`config.mk`:
```
export PLATFORM = sky130hd
export DESIGN_NAME = can_frame_latest_cache
export DESIGN_NICKNAME = d
export VERILOG_FILES = /design/src/sv/cflc_pkg.sv /design/src/sv/can_frame_latest_cache.sv /design/src/sv/cflc_ram.sv /design/src/sv/cflc_front.sv /design/src/sv/cflc_queue.sv /design/src/sv/cflc_back.sv
export SDC_FILE = /design/constraint.sdc
export NUM_CORES = 2
export LEC_CHECK = 0
export BUFFER_PORTS_ARGS = -buffer_cell sky130_fd_sc_hd__buf_2
export CORE_MARGIN = 2
export CORE_UTILIZATION = 45
export CTS_CLUSTER_DIAMETER = 50
export DETAILED_ROUTE_END_ITERATION = 10
export GPL_ROUTABILITY_DRIVEN = 0
export GPL_TIMING_DRIVEN = 0
export SLEW_MARGIN = 20
export SYNTH_ARGS = -nofsm -noshare
export SYNTH_HDL_FRONTEND = slang
export SYNTH_HIERARCHICAL = 1
export SYNTH_SLANG_ARGS = --single-unit
```
`constraint.sdc`:
```
create_clock -name clk -period 6.04 [get_ports clk]
set_input_delay 0 -clock clk [delete_from_list [all_inputs] [get_ports clk]]
set_output_delay 0 -clock clk [all_outputs]
set_load 0.005 [all_outputs]
```
`src/sv/cflc_pkg.sv`:
```
`default_nettype none

package cflc_pkg;

  localparam int SLOT_COUNT  = 32;
  localparam int SLOT_W      = (SLOT_COUNT > 1) ? $clog2(SLOT_COUNT) : 1;
  localparam int ID_W        = 29;
  localparam int DATA_W      = 64;
  localparam int LEN_W       = 4;
  localparam int ENTRY_W     = DATA_W + LEN_W;
  localparam int QUEUE_DEPTH = 2;
  localparam int QUEUE_AW    = (QUEUE_DEPTH > 1) ? $clog2(QUEUE_DEPTH) : 1;

  localparam logic KIND_FRAME = 1'b0;
  localparam logic KIND_READ  = 1'b1;

  localparam logic [LEN_W-1:0] MAX_LENGTH = 4'd8;

  localparam logic [1:0] ST_OK    = 2'd0;
  localparam logic [1:0] ST_EMPTY = 2'd1;
  localparam logic [1:0] ST_FULL  = 2'd2;

  typedef struct packed {
    logic              kind;
    logic [ID_W-1:0]   identifier;
    logic [DATA_W-1:0] frame_data;
    logic [LEN_W-1:0]  frame_length;
  } in_item_t;

  typedef struct packed {
    logic [1:0]        status;
    logic [DATA_W-1:0] read_data;
    logic [LEN_W-1:0]  read_length;
  } out_item_t;

  typedef struct packed {
    logic              kind;
    logic              id_zero;
    logic [ID_W-1:0]   identifier;
    logic [DATA_W-1:0] frame_data;
    logic [LEN_W-1:0]  frame_length;
  } q_item_t;

  typedef enum logic [1:0] {
    B_IDLE,
    B_LOOK,
    B_ACT,
    B_RD
  } back_state_t;

  function automatic logic [SLOT_W-1:0] slot_encode(input logic [SLOT_COUNT-1:0] oh);
    logic [SLOT_W-1:0] idx;
    idx = '0;
    for (int i = 0; i < SLOT_COUNT; i++) begin
      if (oh[i]) idx = idx | i[SLOT_W-1:0];
    end
    return idx;
  endfunction

endpackage

`default_nettype wire

```
`src/sv/can_frame_latest_cache.sv`:
```
// Channel  | Handshake           | Payload
// ---------+---------------------+------------------------------------------------
// in       | in_valid / in_stall | in_item: kind, identifier, frame_data, frame_length
// out      | out_valid/out_stall | out_item: status, read_data, read_length
//
// Back end: each received frame, and each read without a stored frame, passes
// the lookup and act states; a read that returns a frame then waits in the
// read state for the payload RAM's registered read. The slot lookup is a set of
// parallel key compares, registered; the act state then updates the slot or
// issues the read. An idle block pops the queue before the lookup. Reset clears
// all slot keys and frame flags at once, no sweep. A 2-entry queue decouples
// intake from lookup; a stalled result holds reads, while frames and intake go on.
`default_nettype none

module can_frame_latest_cache
  import cflc_pkg::*;
(
  input  wire logic      clk,
  input  wire logic      rst_n,
  input  wire logic      in_valid,
  output logic           in_stall,
  input  wire in_item_t  in_item,
  output logic           out_valid,
  input  wire logic      out_stall,
  output out_item_t      out_item
);

  logic    q_full;
  logic    q_push;
  q_item_t q_push_item;
  logic    q_pop;
  logic    q_valid;
  q_item_t q_item;

  cflc_front u_front (
    .in_valid    (in_valid),
    .in_stall    (in_stall),
    .in_item     (in_item),
    .q_full      (q_full),
    .q_push      (q_push),
    .q_push_item (q_push_item)
  );

  cflc_queue u_queue (
    .clk       (clk),
    .rst_n     (rst_n),
    .push      (q_push),
    .push_item (q_push_item),
    .full      (q_full),
    .pop       (q_pop),
    .q_valid   (q_valid),
    .q_item    (q_item)
  );

  cflc_back u_back (
    .clk       (clk),
    .rst_n     (rst_n),
    .q_valid   (q_valid),
    .q_item    (q_item),
    .q_pop     (q_pop),
    .out_valid (out_valid),
    .out_stall (out_stall),
    .out_item  (out_item)
  );

endmodule

`default_nettype wire

```
`src/sv/cflc_ram.sv`:
```
`default_nettype none

module cflc_ram #(
  parameter int WIDTH = 8,
  parameter int DEPTH = 16,
  parameter int AW    = (DEPTH > 1) ? $clog2(DEPTH) : 1
) (
  input  wire logic             clk,
  input  wire logic             we,
  input  wire logic [AW-1:0]    waddr,
  input  wire logic [WIDTH-1:0] wdata,
  input  wire logic             re,
  input  wire logic [AW-1:0]    raddr,
  output logic      [WIDTH-1:0] rdata
);

  logic [WIDTH-1:0] mem_r [DEPTH];
  logic [WIDTH-1:0] rdata_r;

  always_ff @(posedge clk) begin
    if (we) mem_r[waddr] <= wdata;
    if (re) rdata_r <= mem_r[raddr];
  end

  assign rdata = rdata_r;

endmodule

`default_nettype wire

```
`src/sv/cflc_front.sv`:
```
`default_nettype none

module cflc_front
  import cflc_pkg::*;
(
  input  wire logic     in_valid,
  output logic          in_stall,
  input  wire in_item_t in_item,
  input  wire logic     q_full,
  output logic          q_push,
  output q_item_t       q_push_item
);

  logic id_zero;
  logic drop;

  assign id_zero  = (in_item.identifier == '0);
  // frames on the reserved identifier are discarded here
  assign drop     = (in_item.kind == KIND_FRAME) && id_zero;
  assign in_stall = q_full;
  assign q_push   = in_valid && !q_full && !drop;

  always_comb begin
    q_push_item.kind         = in_item.kind;
    q_push_item.id_zero      = id_zero;
    q_push_item.identifier   = in_item.identifier;
    q_push_item.frame_data   = in_item.frame_data;
    q_push_item.frame_length = (in_item.frame_length > MAX_LENGTH) ? MAX_LENGTH
                                                                    : in_item.frame_length;
  end

endmodule

`default_nettype wire

```
`src/sv/cflc_queue.sv`:
```
`default_nettype none

module cflc_queue
  import cflc_pkg::*;
(
  input  wire logic    clk,
  input  wire logic    rst_n,
  input  wire logic    push,
  input  wire q_item_t push_item,
  output logic         full,
  input  wire logic    pop,
  output logic         q_valid,
  output q_item_t      q_item
);

  q_item_t             entries_r [QUEUE_DEPTH];
  logic [QUEUE_AW-1:0] wr_ptr_r;
  logic [QUEUE_AW-1:0] rd_ptr_r;
  logic [QUEUE_AW:0]   count_r;
  logic                do_push;
  logic                do_pop;

  assign full    = (count_r == (QUEUE_AW + 1)'(QUEUE_DEPTH));
  assign q_valid = (count_r != '0);
  assign q_item  = entries_r[rd_ptr_r];
  assign do_push = push && !full;
  assign do_pop  = pop && q_valid;

  always_ff @(posedge clk) begin
    if (do_push) entries_r[wr_ptr_r] <= push_item;
  end

  always_ff @(posedge clk) begin
    if (!rst_n) begin
      wr_ptr_r <= '0;
      rd_ptr_r <= '0;
      count_r  <= '0;
    end else begin
      if (do_push) wr_ptr_r <= wr_ptr_r + 1'b1;
      if (do_pop)  rd_ptr_r <= rd_ptr_r + 1'b1;
      if (do_push && !do_pop)      count_r <= count_r + 1'b1;
      else if (do_pop && !do_push) count_r <= count_r - 1'b1;
    end
  end

endmodule

`default_nettype wire

```
`src/sv/cflc_back.sv`:
```
`default_nettype none

module cflc_back
  import cflc_pkg::*;
(
  input  wire logic    clk,
  input  wire logic    rst_n,
  input  wire logic    q_valid,
  input  wire q_item_t q_item,
  output logic         q_pop,
  output logic         out_valid,
  input  wire logic    out_stall,
  output out_item_t    out_item
);

  back_state_t           state_r, state_nxt;
  q_item_t               item_r, item_nxt;
  logic                  out_valid_r, out_valid_nxt;
  out_item_t             out_item_r, out_item_nxt;
  logic [ID_W-1:0]       key_r [SLOT_COUNT];
  logic [SLOT_COUNT-1:0] has_frame_r;
  logic [SLOT_COUNT-1:0] hit_oh_r;
  logic [SLOT_COUNT-1:0] free_oh_r;

  logic [SLOT_COUNT-1:0] match;
  logic [SLOT_COUNT-1:0] free;
  logic [SLOT_COUNT-1:0] free_low;
  logic                  hit_any;
  logic                  hit_has_frame;
  logic                  free_any;
  logic                  out_free;
  logic                  fetch;
  logic                  key_we;
  logic                  hf_set;
  logic                  ram_we;
  logic                  ram_re;
  logic [SLOT_W-1:0]     hit_idx;
  logic [ENTRY_W-1:0]    ram_rdata;

  always_comb begin
    for (int i = 0; i < SLOT_COUNT; i++) begin
      match[i] = (key_r[i] == item_r.identifier);
      free[i]  = (key_r[i] == '0);
    end
  end

  // isolate the lowest free slot
  assign free_low      = free & (~free + SLOT_COUNT'(1));
  assign hit_any       = |hit_oh_r;
  assign hit_has_frame = |(hit_oh_r & has_frame_r);
  assign free_any      = |free_oh_r;
  assign hit_idx       = slot_encode(hit_oh_r);
  assign out_free      = !out_valid_r || !out_stall;

  cflc_ram #(
    .WIDTH (ENTRY_W),
    .DEPTH (SLOT_COUNT)
  ) u_payload_ram (
    .clk   (clk),
    .we    (ram_we),
    .waddr (hit_idx),
    .wdata ({item_r.frame_data, item_r.frame_length}),
    .re    (ram_re),
    .raddr (hit_idx),
    .rdata (ram_rdata)
  );

  always_comb begin
    state_nxt     = state_r;
    item_nxt      = item_r;
    out_valid_nxt = out_valid_r && out_stall;
    out_item_nxt  = out_item_r;
    q_pop         = 1'b0;
    fetch         = 1'b0;
    key_we        = 1'b0;
    hf_set        = 1'b0;
    ram_we        = 1'b0;
    ram_re        = 1'b0;
    unique case (state_r)
      B_IDLE: begin
        fetch = 1'b1;
      end
      B_LOOK: begin
        state_nxt = B_ACT;
      end
      B_ACT: begin
        if (item_r.kind == KIND_FRAME) begin
          if (hit_any) begin
            ram_we = 1'b1;
            hf_set = 1'b1;
          end
          fetch = 1'b1;
        end else if (!item_r.id_zero && hit_any && hit_has_frame) begin
          ram_re    = 1'b1;
          state_nxt = B_RD;
        end else if (out_free) begin
          out_valid_nxt            = 1'b1;
          out_item_nxt.read_data   = '0;
          out_item_nxt.read_length = '0;
          if (item_r.id_zero || hit_any || free_any) begin
            out_item_nxt.status = ST_EMPTY;
          end else begin
            out_item_nxt.status = ST_FULL;
          end
          key_we = !item_r.id_zero && !hit_any && free_any;
          fetch  = 1'b1;
        end
      end
      B_RD: begin
        if (out_free) begin
          out_valid_nxt            = 1'b1;
          out_item_nxt.status      = ST_OK;
          out_item_nxt.read_data   = ram_rdata[ENTRY_W-1:LEN_W];
          out_item_nxt.read_length = ram_rdata[LEN_W-1:0];
          fetch                    = 1'b1;
        end
      end
      default: begin
        state_nxt = B_IDLE;
      end
    endcase
    if (fetch) begin
      if (q_valid) begin
        q_pop     = 1'b1;
        item_nxt  = q_item;
        state_nxt = B_LOOK;
      end else begin
        state_nxt = B_IDLE;
      end
    end
  end

  always_ff @(posedge clk) begin
    if (!rst_n) begin
      state_r     <= B_IDLE;
      out_valid_r <= 1'b0;
      has_frame_r <= '0;
      for (int i = 0; i < SLOT_COUNT; i++) key_r[i] <= '0;
    end else begin
      state_r     <= state_nxt;
      out_valid_r <= out_valid_nxt;
      if (hf_set) has_frame_r <= has_frame_r | hit_oh_r;
      else if (key_we) has_frame_r <= has_frame_r & ~free_oh_r;
      if (key_we) begin
        for (int i = 0; i < SLOT_COUNT; i++) begin
          if (free_oh_r[i]) key_r[i] <= item_r.identifier;
        end
      end
    end
  end

  always_ff @(posedge clk) begin
    item_r     <= item_nxt;
    out_item_r <= out_item_nxt;
    if (state_r == B_LOOK) begin
      hit_oh_r  <= match;
      free_oh_r <= free_low;
    end
  end

  assign out_valid = out_valid_r;
  assign out_item  = out_item_r;

  // identifier zero matches every free slot, so it is left out
  a_hit_unique: assert property (@(posedge clk) disable iff (!rst_n)
    (state_r == B_ACT && !item_r.id_zero) |-> $onehot0(hit_oh_r))
    else $error("identifier held by more than one slot");

  a_no_double_register: assert property (@(posedge clk) disable iff (!rst_n)
    key_we |-> (!hit_any && !item_r.id_zero))
    else $error("registering an identifier that already has a slot");

  a_rd_from_act: assert property (@(posedge clk) disable iff (!rst_n)
    (state_r == B_RD) |-> ($past(state_r) == B_RD || $past(state_r) == B_ACT))
    else $error("payload read wait entered without a lookup");

  a_pop_has_item: assert property (@(posedge clk) disable iff (!rst_n)
    q_pop |-> q_valid)
    else $error("pop from empty queue");

endmodule

`default_nettype wire

```
==> metrics.txt <==
run status=finished, violations left; violated checks=negative setup slack; shortest clock period the worst path allows after layout=6.08 ns; Sequential Area=109000 um2; I/O pin total=174; vias per std cell=6.29; commonest non-fill, non-tap cells in the layout=sky130_fd_sc_hd__edfxtp_1, sky130_fd_sc_hd__mux4_2, sky130_fd_sc_hd__nor2_1; antenna violations before repair=31; Sink Count=3643; WP data arrival=6.74 ns; vertical extent of the die=574 um; Crit Path Class=flip-flop to flip-flop; cell area after synthesis=146000 um2; die area=330000 um2; reg-to-reg setup timing slack=-0.04 ns; count of mapped cells out of synthesis=7691; Post-Place Worst Slack=0.0572 ns; most frequent CP cell=sky130_fd_sc_hd__buf_16; stage delay of the slowest cell on the critical path=0.92 ns; combinational fraction of design power=17.6%; net switching power=22.1 mW; post-detailed-routing wire length=491000 um; relative contribution of sequential cells to total power=46.5%; fin worst setup slack=-0.0424 ns; Peak Freq=164 MHz; final worst hold slack=0.113 ns; worst slew pin tran=1.44 ns; cell chosen for the clock root=sky130_fd_sc_hd__clkbuf_16; number of pins exceeding their max-slew limit in the final report=0; pwr dens=419 nW/um2; CP Capture Type=flip-flop; slowest stage cell on the critical path=sky130_fd_sc_hd__clkbuf_1; unrepaired setup endpoints after global routing=no; length in cells of the worst reg-to-reg path=11; number of buffers inserted during clock tree synthesis=419; class of the tightest hold or removal check=input pin to flip-flop; core area=324000 um2; hold path cells=3; Distinct cells, synth=67; Synthesized Nets=7794; mean instance size in the synthesized netlist=19.0 um2; Chip Width=574 um; number of rows created at floorplan=209; insertion delay to the later sink of the worst-skew pair=1.00 ns; drt pass-1 iters=6; Syn-to-layout area delta=19.6%; effective utilization at floorplan=45.2%; PnR Total Power=73.2 mW; Iteration-0 DRC Markers=13077; Overall Global Routing Usage=29.3%; most common cell after layout, fill and taps aside=sky130_fd_sc_hd__edfxtp_1; Seq/Total Area, Yosys=74.5%; GRT Residual Overflow=0; vias after detailed routing=84007; IR drop worst, VDD=0.326 mV; Fin. Hold Viols=0; leakage power of the design=58.7 nW; clock network fraction of design power=35.9%; number of DRC violations after detailed routing=0; cell family with the largest share of critical-path delay=simple AND/OR/NAND/NOR gates; clock tree buffer depth=4; Final period util=101%; Post CTS Setup Buffer Count=0; Max H-tree Level=5; clock-pin slew reported for the worst setup and hold paths after clock tree synthesis=0.06 ns; IO buf count=109; pin count of the biggest net entering global routing=43; final routed wire length divided by cell count=36.8 um; number of buffer and inverter stages on the critical path=5; number of failing setup endpoints in the final timing report=37; Worst setup SP type=flip-flop; Max-Cap Viols=0; first-pass GRT wire length=664000 um; fraction of power spent switching nets=30.2%; cell-internal power=51.1 mW; startpoint of the lowest-slack register-to-register path=u_back/hit_oh_r[15]; highest fanout seen on the critical path=13; antenna violation net count after detailed routing=0; proportion of layout cells with a drive suffix above 1=25.7%; number of fillers in the final layout=25046; DPL Wire Length=327000 um; endpoint of the most critical register-to-register path=u_back/u_payload_ram/mem_r[6][52]; number of enable flip-flop cells after synthesis=3603; maximum clock skew at final layout=0.0654 ns; post-layout net count=8764; hold path endpoint=u_queue/entries_r[1][3]; ys async rst share=0%; Ys Warns=6; multi-input combinational cell area=34600 um2; most used flip-flop cell after synthesis=sky130_fd_sc_hd__edfxtp_1; number of global-route vias before repair=81914; tightest slew margin relative to the limit=4.14%; WP data required=6.69 ns; post-synthesis register bit count=3643; CTS tree=built; worst hold start=in_item[3]; sequence of cells on the critical path=nor4_2 -> nand4_2 -> nor2_2 -> nor4b_4 -> clkbuf_1 -> nand3b_1 -> nor2_4 -> buf_12 -> buf_16 -> buf_16 -> buf_16
logic make-up after synthesis:
family / synth area share, %
xor+xnor: 5.57
fa+ha+maj: 0.00855
buf+inv: 2.11
simple gates: 5.71
mux: 11.5
flops: 74.5
compound gates: 0.581
registers in the layout (all words and copies together) (netlist names), named ones only:
register / flops
u_back/free_oh_r: 32
u_back/has_frame_r: 32
u_back/hit_oh_r: 32
u_back/item_r: 99
u_back/key_r: 928
u_back/out_item: 70
u_back/out_valid: 1
u_back/state_r: 2
u_back/u_payload_ram/mem_r: 2176
u_back/u_payload_ram/rdata: 68
u_queue/count_r: 2
u_queue/entries_r: 198
u_queue/rd_ptr_r: 1
u_queue/wr_ptr_r: 1
per-layer routing:
metal / track usage (%) / up-vias / share of wire, %
met5: 0.172 / - / 0.040
met4: 14.7 / 20 / 6.0
met3: 7.87 / 1259 / 12
met2: 44.2 / 5861 / 45
met1: 39.3 / 44311 / 37
li1: - / 32556 / -
power groups by stage:
| stage | logic [mW] | clock network [mW] | registers [mW] |
|---|---|---|---|
| 6_report | 12.9 | 26.3 | 34.1 |
| 5_1_grt | 12.7 | 27.5 | 34.4 |
| 4_1_cts | 12.2 | 26.5 | 34.1 |
| 3_5_place_dp | 12.0 | 0 | 34.6 |
| 3_3_place_gp | 9.71 | 0 | 33.9 |
| 2_1_floorplan | 5.19 | 0 | 33.6 |
cells in the mapped netlist (all sizes together), types with 5 or more instances:
master	instances	area, um2
nor2b	9	56.3
edfxtp	3603	108000
or4	5	37.5
nand2	95	357
a221oi	13	114
nor3b	14	155
nand3b	10	75.1
and3	69	432
buf	307	2190
mux2i	40	400
a21oi	5	25.0
xnor2	322	2820
and2	9	58.8
nor2	662	2480
a211oi	5	37.5
dfxtp	40	801
inv	34	128
clkbuf	204	766
a22oi	39	293
nor4b	6	67.6
xor2	609	5330
mux4	640	14400
nand4	171	1080
nor4	393	2530
nand3	55	500
nor3	84	437
o21ai	11	55.1
a31oi	14	87.6
mux2	178	2040
o22ai	11	68.8
tightest hold or removal path: cells and delay by family:
kind                   cells  cell delay (ns)
buffers and inverters      3             0.89
what timing repair did:
action,CTS,global route
setup endpoints to repair,7,74
pin swaps,0,1
resized for setup,1,1
hold buffers,197,0
endpoints found under the hold margin,219,0
layout make-up:
type | instances | share of cell area, %
clock buffer | 496 | 6.36
clock inverter | 283 | 1.87
antenna | 12 | 0.0172
multi-input combinational | 3502 | 19.8
tap | 4325 | 3.09
inverter | 35 | 0.0751
sequential | 3643 | 62.3
buffer | 511 | 1.76
timing repair buffer | 549 | 4.73
worst max-delay path by stage:
stage,end,startpoint,depth (start not counted),slack (ns)
final,u_back/u_payload_ram/mem_r[6][52],u_back/hit_oh_r[15],11,-0.04
after floorplan,u_back/u_payload_ram/mem_r[28][0],u_back/hit_oh_r[29],8,0.60
after global placement,u_back/u_payload_ram/mem_r[20][57],u_back/hit_oh_r[26],8,-6.80
after global routing,u_back/u_payload_ram/mem_r[10][17],u_back/hit_oh_r[15],11,0.18
after CTS,u_back/u_payload_ram/mem_r[10][17],u_back/hit_oh_r[15],11,0.09
after detailed placement,u_back/u_payload_ram/mem_r[11][53],u_back/hit_oh_r[26],12,0.06
stage by stage:
step	instances	instance area [um2]	util [%]	setup TNS [ns]
after floorplan	7691	146000	-	0
after CTS	13342	175000	54.0	0
after global routing	13347	175000	54.0	0
after detailed placement	12366	158000	48.9	0
after global placement	12125	152000	47.0	-
final	13356	175000	54.0	-0.734
Power figures use the tool's default switching activity.
